==> config.mk <==
export PLATFORM = sky130hd
export DESIGN_NAME = sliding_window_first_negative_flat
export DESIGN_NICKNAME = d
export VERILOG_FILES = /design/src/swfn_pkg.sv /design/src/swfn_if.sv /design/src/swfn_fifo.sv /design/src/sliding_window_first_negative.sv /design/src/flat_wrapper.sv
export SDC_FILE = /design/constraint.sdc
export NUM_CORES = 2
export LEC_CHECK = 0
export BUFFER_PORTS_ARGS = -buffer_cell sky130_fd_sc_hd__buf_2
export CORE_ASPECT_RATIO = 0.75
export CORE_MARGIN = 8
export CORE_UTILIZATION = 50
export DETAILED_ROUTE_END_ITERATION = 10
export HOLD_SLACK_MARGIN = 0.15
export PLACE_DENSITY = 0.68
export SYNTH_ARGS = -nofsm -noshare
export SYNTH_HDL_FRONTEND = slang
export SYNTH_SLANG_ARGS = --single-unit
==> constraint.sdc <==
create_clock -name i_clk -period 8.1 [get_ports i_clk]
set_input_delay 0.81 -clock i_clk [delete_from_list [all_inputs] [get_ports i_clk]]
set_output_delay 0.81 -clock i_clk [all_outputs]
set_load 0.02 [all_outputs]
==> src/swfn_pkg.sv <==
`timescale 1ns / 1ps

package swfn_pkg;

    // Defaults for the top-level parameters
    localparam int MAX_WINDOW_DEF  = 64;
    localparam int SAMPLE_BITS_DEF = 32;

    // Fixed field widths
    localparam int WIN_BITS = 7;
    localparam int RES_BITS = 32;

    // Window size after reset
    localparam logic [WIN_BITS-1:0] WINDOW_RST = 7'd1;

    // Per-step commands to the negative-sample queue
    typedef struct packed {
        logic pop;
        logic push;
        logic clear;
    } t_fifo_ctl;

endpackage

==> src/swfn_if.sv <==
`timescale 1ns / 1ps

interface swfn_smp_if #(
    parameter int SAMPLE_BITS = swfn_pkg::SAMPLE_BITS_DEF
);
    logic                          valid;
    logic                          ready;
    logic signed [SAMPLE_BITS-1:0] sample;
    logic                          end_of_sequence;

    modport source (output valid, output sample, output end_of_sequence, input ready);
    modport sink   (input valid, input sample, input end_of_sequence, output ready);
endinterface

interface swfn_res_if;
    logic                                 valid;
    logic                                 ready;
    logic signed [swfn_pkg::RES_BITS-1:0] first_negative;
    logic                                 sequence_end;

    modport source (output valid, output first_negative, output sequence_end, input ready);
    modport sink   (input valid, input first_negative, input sequence_end, output ready);
endinterface

==> src/swfn_fifo.sv <==
`timescale 1ns / 1ps

module swfn_fifo #(
    parameter int MAX_WINDOW  = swfn_pkg::MAX_WINDOW_DEF,
    parameter int SAMPLE_BITS = swfn_pkg::SAMPLE_BITS_DEF,
    parameter int PW          = $clog2(2 * MAX_WINDOW)
) (
    input  logic                   i_clk,
    input  logic                   i_rst_n,
    input  swfn_pkg::t_fifo_ctl    i_ctl,
    input  logic [SAMPLE_BITS-1:0] i_wr_val,
    input  logic [PW-1:0]          i_wr_pos,
    output logic                   o_head_vld,
    output logic [PW-1:0]          o_head_pos,
    output logic                   o_nxt_vld,
    output logic [SAMPLE_BITS-1:0] o_nxt_val
);
    import swfn_pkg::*;

    localparam int AW = (MAX_WINDOW > 1) ? $clog2(MAX_WINDOW) : 1;
    localparam int CW = $clog2(MAX_WINDOW + 1);
    localparam int EW = SAMPLE_BITS + PW;

    // Entries head and head+1 sit in registers; head+2 comes from the
    // registered memory read (or a bypass of a same-cycle write).
    logic [EW-1:0] mem [MAX_WINDOW];

    logic [AW-1:0] r_head, n_head;
    logic [AW-1:0] r_tail, n_tail;
    logic [CW-1:0] r_count, n_count;
    logic [EW-1:0] r_h0, n_h0;
    logic [EW-1:0] r_h1, n_h1;
    logic [EW-1:0] r_rd_mem;
    logic          r_byp;
    logic [EW-1:0] r_byp_ent;

    logic [CW-1:0] cnt_mid;
    logic          push_eff;
    logic [EW-1:0] wr_ent;
    logic [EW-1:0] rd_ent;
    logic [AW-1:0] head_inc;
    logic [AW-1:0] rd_addr;
    logic [AW-1:0] rd_addr_1;
    logic [CW-1:0] cnt_pre;

    function automatic logic [AW-1:0] ptr_inc(input logic [AW-1:0] p);
        ptr_inc = (p == AW'(MAX_WINDOW - 1)) ? '0 : p + AW'(1);
    endfunction

    assign wr_ent   = {i_wr_val, i_wr_pos};
    assign rd_ent   = r_byp ? r_byp_ent : r_rd_mem;
    assign cnt_mid  = r_count - CW'(i_ctl.pop);
    assign push_eff = i_ctl.push && (32'(cnt_mid) < MAX_WINDOW);
    assign cnt_pre  = cnt_mid + CW'(push_eff);
    assign head_inc = ptr_inc(r_head);

    always_comb begin
        // shift the front window by the pop, then drop the push into the first free slot
        n_h0 = i_ctl.pop ? r_h1 : r_h0;
        n_h1 = i_ctl.pop ? rd_ent : r_h1;
        if (push_eff && 32'(cnt_mid) == 0) begin
            n_h0 = wr_ent;
        end
        if (push_eff && 32'(cnt_mid) == 1) begin
            n_h1 = wr_ent;
        end

        if (i_ctl.clear) begin
            n_head  = '0;
            n_tail  = '0;
            n_count = '0;
        end else begin
            n_head  = i_ctl.pop ? head_inc : r_head;
            n_tail  = push_eff ? ptr_inc(r_tail) : r_tail;
            n_count = cnt_pre;
        end
    end

    assign rd_addr_1 = ptr_inc(n_head);
    assign rd_addr   = ptr_inc(rd_addr_1);

    always_ff @(posedge i_clk) begin
        if (push_eff) begin
            mem[r_tail] <= wr_ent;
        end
        r_rd_mem  <= mem[rd_addr];
        r_byp     <= push_eff && (32'(cnt_mid) == 2);
        r_byp_ent <= wr_ent;
        r_h0      <= n_h0;
        r_h1      <= n_h1;
    end

    always_ff @(posedge i_clk) begin
        if (!i_rst_n) begin
            r_head  <= '0;
            r_tail  <= '0;
            r_count <= '0;
        end else begin
            r_head  <= n_head;
            r_tail  <= n_tail;
            r_count <= n_count;
        end
    end

    assign o_head_vld = (r_count != '0);
    assign o_head_pos = r_h0[PW-1:0];
    assign o_nxt_vld  = (cnt_pre != '0);
    assign o_nxt_val  = n_h0[EW-1:PW];

endmodule

==> src/sliding_window_first_negative.sv <==
`timescale 1ns / 1ps

// Oldest negative sample in a sliding window.
//
// Channels: i_smp carries one signed sample and an end-of-sequence flag per
// request; o_res carries the oldest negative sample still inside the last
// window_size samples (or 0) and a copy of the end-of-sequence flag. Both use
// valid/ready; a request moves on a clock edge with valid and ready high.
// i_cfg_we / i_cfg_wdata write window_size; write it only while idle.
//
// A sample is taken into the input register, processed from there into the
// result register and shown on o_res from it. Throughput is one sample per
// cycle while o_res does not stall: each sample does at most one queue pop,
// one push and one head read, all against registered queue front entries.
// window_size above MAX_WINDOW acts as MAX_WINDOW. No result is given until
// window_size samples of a sequence have arrived, nor while window_size is 0.
//
// Reset clears the counters and the queue pointers and sets window_size to 1;
// queue storage is not cleared. When o_res stalls, the result register holds
// and one more sample waits in the input register before i_smp.ready drops.
module sliding_window_first_negative #(
    parameter int MAX_WINDOW  = swfn_pkg::MAX_WINDOW_DEF,
    parameter int SAMPLE_BITS = swfn_pkg::SAMPLE_BITS_DEF
) (
    input  logic                            i_clk,
    input  logic                            i_rst_n,
    swfn_smp_if.sink                        i_smp,
    swfn_res_if.source                      o_res,
    input  logic                            i_cfg_we,
    input  logic [swfn_pkg::WIN_BITS-1:0]   i_cfg_wdata
);
    import swfn_pkg::*;

    localparam int PW   = $clog2(2 * MAX_WINDOW);
    localparam int CW   = $clog2(MAX_WINDOW + 1);
    localparam int WW   = (CW > WIN_BITS) ? CW : WIN_BITS;
    localparam int CMPW = (WW > PW) ? WW : PW;
    localparam int XW   = (SAMPLE_BITS > RES_BITS) ? SAMPLE_BITS : RES_BITS;
    localparam int POS_MOD = 2 * MAX_WINDOW;

    // Configuration
    logic [WIN_BITS-1:0] r_window;

    // Input register
    logic                   r_in_vld;
    logic [SAMPLE_BITS-1:0] r_in_sample;
    logic                   r_in_eos;

    // Sequence counters
    logic [PW-1:0] r_pos, n_pos;
    logic [PW-1:0] r_seen, n_seen;

    // Result register
    logic                r_out_vld, n_out_vld;
    logic [RES_BITS-1:0] r_out_fn;
    logic                r_out_eos;

    logic                   out_free;
    logic                   step;
    logic [CMPW-1:0]        w_eff;
    logic [PW:0]            age_wide;
    logic [PW-1:0]          age;
    logic [PW-1:0]          seen_inc;
    logic                   emit;
    t_fifo_ctl              fifo_ctl;
    logic                   head_vld;
    logic [PW-1:0]          head_pos;
    logic                   nxt_vld;
    logic [SAMPLE_BITS-1:0] nxt_val;
    logic [XW-1:0]          nxt_ext;

    always_ff @(posedge i_clk) begin
        if (!i_rst_n) begin
            r_window <= WINDOW_RST;
        end else if (i_cfg_we) begin
            r_window <= i_cfg_wdata;
        end
    end

    // Advance the sample only when the result slot is free or draining
    assign out_free    = !r_out_vld || o_res.ready;
    assign step        = r_in_vld && out_free;
    assign i_smp.ready = !r_in_vld || step;

    always_ff @(posedge i_clk) begin
        if (!i_rst_n) begin
            r_in_vld <= 1'b0;
        end else if (i_smp.ready) begin
            r_in_vld <= i_smp.valid;
        end
    end

    always_ff @(posedge i_clk) begin
        if (i_smp.ready && i_smp.valid) begin
            r_in_sample <= i_smp.sample;
            r_in_eos    <= i_smp.end_of_sequence;
        end
    end

    // Clamp the window to the queue depth
    assign w_eff = (CMPW'(r_window) > CMPW'(MAX_WINDOW)) ? CMPW'(MAX_WINDOW)
                                                         : CMPW'(r_window);

    // Age of the head entry, modulo twice the depth
    assign age_wide = {1'b0, r_pos} - {1'b0, head_pos};
    assign age = (r_pos >= head_pos) ? age_wide[PW-1:0]
                                     : PW'(age_wide + (PW+1)'(POS_MOD));

    assign seen_inc = (r_seen != PW'(POS_MOD - 1)) ? r_seen + PW'(1) : r_seen;
    assign emit     = (w_eff != '0) && (CMPW'(seen_inc) >= w_eff);

    always_comb begin
        fifo_ctl.pop   = step && head_vld && (CMPW'(age) >= w_eff);
        fifo_ctl.push  = step && r_in_sample[SAMPLE_BITS-1];
        fifo_ctl.clear = step && r_in_eos;
    end

    swfn_fifo #(
        .MAX_WINDOW  (MAX_WINDOW),
        .SAMPLE_BITS (SAMPLE_BITS),
        .PW          (PW)
    ) u_fifo (
        .i_clk      (i_clk),
        .i_rst_n    (i_rst_n),
        .i_ctl      (fifo_ctl),
        .i_wr_val   (r_in_sample),
        .i_wr_pos   (r_pos),
        .o_head_vld (head_vld),
        .o_head_pos (head_pos),
        .o_nxt_vld  (nxt_vld),
        .o_nxt_val  (nxt_val)
    );

    // Advance position and sample count; drop both at end of sequence
    always_comb begin
        n_pos  = r_pos;
        n_seen = r_seen;
        if (step) begin
            if (r_in_eos) begin
                n_pos  = '0;
                n_seen = '0;
            end else begin
                n_pos  = (r_pos == PW'(POS_MOD - 1)) ? '0 : r_pos + PW'(1);
                n_seen = seen_inc;
            end
        end
    end

    always_ff @(posedge i_clk) begin
        if (!i_rst_n) begin
            r_pos  <= '0;
            r_seen <= '0;
        end else begin
            r_pos  <= n_pos;
            r_seen <= n_seen;
        end
    end

    // Result register: load on a step that emits, clear once taken
    always_comb begin
        n_out_vld = r_out_vld;
        if (step) begin
            n_out_vld = emit;
        end else if (o_res.ready) begin
            n_out_vld = 1'b0;
        end
    end

    always_ff @(posedge i_clk) begin
        if (!i_rst_n) begin
            r_out_vld <= 1'b0;
        end else begin
            r_out_vld <= n_out_vld;
        end
    end

    // The sample bits are taken as an unsigned pattern and cut to the result width
    assign nxt_ext = XW'(nxt_val);

    always_ff @(posedge i_clk) begin
        if (step) begin
            r_out_fn  <= nxt_vld ? nxt_ext[RES_BITS-1:0] : '0;
            r_out_eos <= r_in_eos;
        end
    end

    assign o_res.valid          = r_out_vld;
    assign o_res.first_negative = r_out_fn;
    assign o_res.sequence_end   = r_out_eos;

endmodule

==> src/flat_wrapper.sv <==
// flat-port wrapper written by rule: the top's interface ports become plain ports
module sliding_window_first_negative_flat import swfn_pkg::*;
#(
    parameter int MAX_WINDOW  = swfn_pkg::MAX_WINDOW_DEF,
    parameter int SAMPLE_BITS = swfn_pkg::SAMPLE_BITS_DEF
)
  (i_clk, i_rst_n, i_cfg_we, i_cfg_wdata, i_smp_valid, i_smp_sample, i_smp_end_of_sequence, i_smp_ready, o_res_valid, o_res_first_negative, o_res_sequence_end, o_res_ready);
  swfn_smp_if #(.SAMPLE_BITS(SAMPLE_BITS)) i_smp_i ();
  swfn_res_if o_res_i ();
  input  logic i_clk;
  input  logic i_rst_n;
  input  logic i_cfg_we;
  input  logic [swfn_pkg::WIN_BITS-1:0] i_cfg_wdata;
  input wire logic [$bits(i_smp_i.valid)-1:0] i_smp_valid;
  input wire logic [$bits(i_smp_i.sample)-1:0] i_smp_sample;
  input wire logic [$bits(i_smp_i.end_of_sequence)-1:0] i_smp_end_of_sequence;
  output wire logic [$bits(i_smp_i.ready)-1:0] i_smp_ready;
  output wire logic [$bits(o_res_i.valid)-1:0] o_res_valid;
  output wire logic [$bits(o_res_i.first_negative)-1:0] o_res_first_negative;
  output wire logic [$bits(o_res_i.sequence_end)-1:0] o_res_sequence_end;
  input wire logic [$bits(o_res_i.ready)-1:0] o_res_ready;
  assign i_smp_i.valid = i_smp_valid;
  assign i_smp_i.sample = i_smp_sample;
  assign i_smp_i.end_of_sequence = i_smp_end_of_sequence;
  assign i_smp_ready = i_smp_i.ready;
  assign o_res_valid = o_res_i.valid;
  assign o_res_first_negative = o_res_i.first_negative;
  assign o_res_sequence_end = o_res_i.sequence_end;
  assign o_res_i.ready = o_res_ready;
  sliding_window_first_negative #(.MAX_WINDOW(MAX_WINDOW), .SAMPLE_BITS(SAMPLE_BITS)) u_core (.i_clk(i_clk), .i_rst_n(i_rst_n), .i_smp(i_smp_i), .o_res(o_res_i), .i_cfg_we(i_cfg_we), .i_cfg_wdata(i_cfg_wdata));
endmodule
==> summary.md <==
| Metric | Value |
|---|---|
| Clock slew at reported path FFs | `approximately 60 ps` |
| Combinational family with the most area after synthesis | `multiplexers` |
| Post-Synth XOR/XNOR Area | `0.002827` |
| Final nets | `around 6600` |
| TritonCTS clock tree | `done` |
| Top cell type's share of synthesized area | `0.7312` |
| Post-synthesis simple-gate area fraction | `0.04839` |
| Fmax | `around 130 MHz` |
| Clock sinks | `2761` |
| GPL Wtd Cong | `between 0.8 and 0.9` |
| Die X-Extent | `550.4 um` |
| Worst rel slew slack | `0.07460` |
| Clock latency on the worst-skew pair | `between 900 and 1000 ps` |
| Cells on worst reg2reg path | `29` |
| Sw power | `slightly below 8 mW` |
| Vias in the first global route | `roughly 60000` |
| Avg Cell Area, Syn | `approximately 17 um2` |
| Startpoint Class | `register` |
| Pwr dens | `approximately 260 nW/um2` |
| Met1 usage | `0.3830` |
| Warnings, synthesis | `0` |
| Area Growth Syn to Fin | `12.36%` |
| GRT Residual Overflow | `0` |
| Final setup fails | `0` |
| M3 GR Usage | `0.07198` |
| DR WL/cell | `between 30 and 40 um` |
| Sw Ratio | `0.2500` |
| Placed cell area | `about 110000 um2` |
| Layout Cells excl Fill | `around 9600` |
| Skew final | `roughly 54 ps` |
| Post-synthesis adder-cell area fraction | `0.003691` |
| Sequential fraction of the synthesis area | `0.7598` |
| Core Util, Final | `0.5636` |
| Drt drc | `0` |
| WL final | `308200 um` |
| Critical Path Start | `u_core.u_fifo.r_h0[0]$_DFFE_PP_` |
| Vias per std cell | `roughly 6.5` |
| Initial antenna violation count | `21` |
| Largest net degree at the start of global routing | `140` |
| Gate power share | `0.122` |
| Global Route met2 Usage | `0.3783` |
| Seq pwr share | `0.512` |
| First-pass GRT wire length | `437000 um` |
| Worst hold path type | `in2reg` |
| Slowest cell delay on critical path | `between 1000 and 1500 ps` |
| Result of the run | `completed` |
| Core area | `213500 um2` |
| Top cells by area, synth | `edfxtp_1 (73%), a221oi_1 (3.8%), mux4_2 (3.3%), mux2_2 (3.1%), dfxtp_1 (2.9%)` |
| Crit path max fanout | `27` |
| Reg2Reg Setup Slack | `550 ps` |
| H-Tree Depth | `4` |
| Die area | `between 200000 and 250000 um2` |
| RSZ-0062 raised after global routing | `false` |
| I/O pin cnt | `80` |
| Synth area leader | `edfxtp_1` |
| Tmin final | `~7500 ps` |
| Slew Limit Fails | `0` |
| WP data required | `roughly 8600 ps` |
| VDD IR max | `approximately 0.22 mV` |
| Detailed placer's ending HPWL | `approximately 170000 um` |
| Syn_nets | `approximately 6400` |
| First-pass DRT Iterations | `6` |
| Post-synth EDFFs | `2608` |
| WP depth | `29` |
| Worst Min Path Start | `i_cfg_wdata[0]` |
| Die height | `around 420 um` |
| Critical path class | `reg2reg` |
| Cells after Synth | `around 6300` |
| Post-Layout Inst Area | `between 100000 and 150000 um2` |
| Row Count | `147` |
| CP max stage cell | `a211oi_2` |
| Fraction of layout instances using a drive strength above 1 | `0.1869` |
| Post-Route Setup TNS | `0 ps` |
| Pint | `23.48 mW` |
| Worst-margin pin slew | `~1400 ps` |
| Delay-heaviest family, CP | `compound AO/OA/AOI/OAI gates` |
| Most common cell on crit path | `ha_1` |
| Synth Register Bits | `approximately 2800` |
| Drt initial violations | `between 9000 and 10000` |
| Minimum hold slack | `between 200 and 250 ps` |
| ANT nets after route | `0` |
| Mapped Area | `107100 um2` |
| Top_reg_cell synth | `edfxtp_1` |
| IO buf count | `79` |
| CTS max path bufs | `4` |
| Element type at the critical path end | `register` |
| Clock group share of total power | `0.366` |
| RR Startpoint | `u_core.u_fifo.r_h0[0]$_DFFE_PP_` |
| Vias | `62390` |
| Worst EP arrival | `between 8000 and 9000 ps` |
| Placed instance count | `around 9100` |
| Buf/Inv on CP | `5` |
| Max-cap violations | `0` |
| Mux cell area share after synthesis | `0.09208` |
| Hold path cells | `3` |
| Initial Util | `0.5016` |
| FFs w/ async S/R, synth | `0` |
| Period utilization | `0.9315` |
| Total GRT Usage | `0.2608` |
| Clock Tree Root | `clkbuf_16` |
| Synth Area in Compound Gates | `0.07463` |
| Grt peak-use layer | `met1` |
| Unique masters post-synth | `77` |
| Static Leak | `38.77 nW` |
| Cts bufs inserted | `between 200 and 250` |
| Final Hold Violating Endpoints | `0` |
-- per-stage QoR --
stage | setup slack, ps | power (mW)
finish | 554.8 | 31.31
floorplan | 569.8 | 18.45
global placement | 393.4 | 20.00
detailed placement | 325.5 | 20.06
CTS | 318.3 | 31.31
global route | 77.91 | 32.14
-- tightest hold or removal path, delay by kind of cell --
family                 cells  cell delay, ps
buffers and inverters      1              80
multiplexers               1              70
AND/OR/NAND/NOR            1              70
-- power groups by stage --
stage / registers [mW] / clock network, mW / logic, mW
6_report: 16.0 / 11.4 / 3.83
3_5_place_dp: 16.3 / 0 / 3.73
5_1_grt: 16.0 / 12.1 / 4.03
2_1_floorplan: 16.4 / 0 / 2.04
4_1_cts: 16.0 / 11.5 / 3.75
3_3_place_gp: 16.3 / 0 / 3.67
-- synthesized netlist by cell type (19+ instances only) --
| master | instances |
|---|---|
| edfxtp_1 | 2608 |
| nand2_1 | 734 |
| a221oi_1 | 467 |
| mux2_2 | 296 |
| nor2_1 | 293 |
| mux2i_1 | 281 |
| clkbuf_1 | 233 |
| o22ai_1 | 228 |
| mux4_2 | 156 |
| dfxtp_1 | 153 |
| buf_2 | 126 |
| nand3_1 | 126 |
| a21oi_1 | 93 |
| o211ai_1 | 67 |
| a31oi_1 | 47 |
| buf_1 | 42 |
| a211oi_1 | 40 |
| o32a_1 | 32 |
| ha_1 | 30 |
| inv_1 | 28 |
| buf_4 | 23 |
| xnor2_1 | 20 |
| o21ai_0 | 19 |
-- cell families (layout without fill, tap and decap cells) --
kind of cell / after synthesis / after routing
AO/OA/AOI/OAI: 1045 / 1045
XOR/XNOR: 32 / 32
adder cells (fa/ha/maj): 31 / 31
buffers and inverters: 458 / 849
flip-flops: 2761 / 2761
multiplexers: 751 / 751
other: 0 / 17
AND/OR/NAND/NOR: 1258 / 1258
-- cell type report --
| type | instances | area (um2) |
|---|---|---|
| Tap cell | 2831 | 3542 |
| Timing Repair Buffer | 372 | 3137 |
| Multi-Input combinational cell | 3117 | 24410 |
| Clock buffer | 330 | 6693 |
| Antenna cell | 17 | 42.54 |
| Inverter | 30 | 112.6 |
| Clock inverter | 117 | 1020 |
| Fill cell | 16000 | 93200 |
| Sequential cell | 2761 | 81390 |
-- cells in the final DEF (no fill, tap or decap), types with 32 or more instances in the layout --
cell type      netlist  final
a31oi_1             47     46
mux2i_1            281    281
clkbuf_1           233     63
nor2_4               0     66
o32a_1              32     32
edfxtp_1          2608   2608
nand2_1            734    733
mux4_2             156    156
buf_12               0     35
clkbuf_16            0    247
nor2_1             293    229
clkinv_2             0     40
a221oi_1           467    467
o22ai_1            228    228
buf_4               23    224
buf_2              126     79
mux2_2             296    296
nand3_1            126    124
o211ai_1            67     67
a21oi_1             93     93
dlygate4sd3_1        0     32
dfxtp_1            153    145
clkinv_1             0     43
-- worst paths after layout --
path / to
max reg2reg: u_core.o_res.first_negative[3]$_SDFFCE_PN0P_
min reg2reg: u_core.r_seen[6]$_SDFFE_PN0P_
min: u_core.r_window[0]$_SDFFE_PN1P_
max: u_core.o_res.first_negative[3]$_SDFFCE_PN0P_
-- sequential cells by signal (all words and copies together) (netlist names), 6 cells and up --
register,flops
u_core.u_fifo.r_tail,6
u_core.u_fifo.r_h1,39
u_core.u_fifo.r_h0,39
u_core.u_fifo.r_byp_ent,39
u_core.u_fifo.r_head,6
u_core.r_in_sample,32
u_core.r_window,7
u_core.o_res.first_negative,32
u_core.r_seen,7
u_core.u_fifo.r_count,7
u_core.u_fifo.r_rd_mem,39
u_core.u_fifo.mem,2496
u_core.r_pos,7
-- per-layer routing --
metal  share of wire  routed length [um]  up-vias
li1                -                   -    25750
met1            0.40              123800    31730
met2            0.43              132200     4341
met3            0.13               40860      562
met4           0.037               11310        6
met5         0.00011                  34        -
-- what timing repair did --
action / in CTS / in global routing
resized for setup: 0 / 4
endpoints found under the hold margin: 32 / 0
setup endpoints to repair: 0 / 21
hold buffers: 32 / 0
buffers inserted: 0 / 0
(Power assumes the default switching activity.)
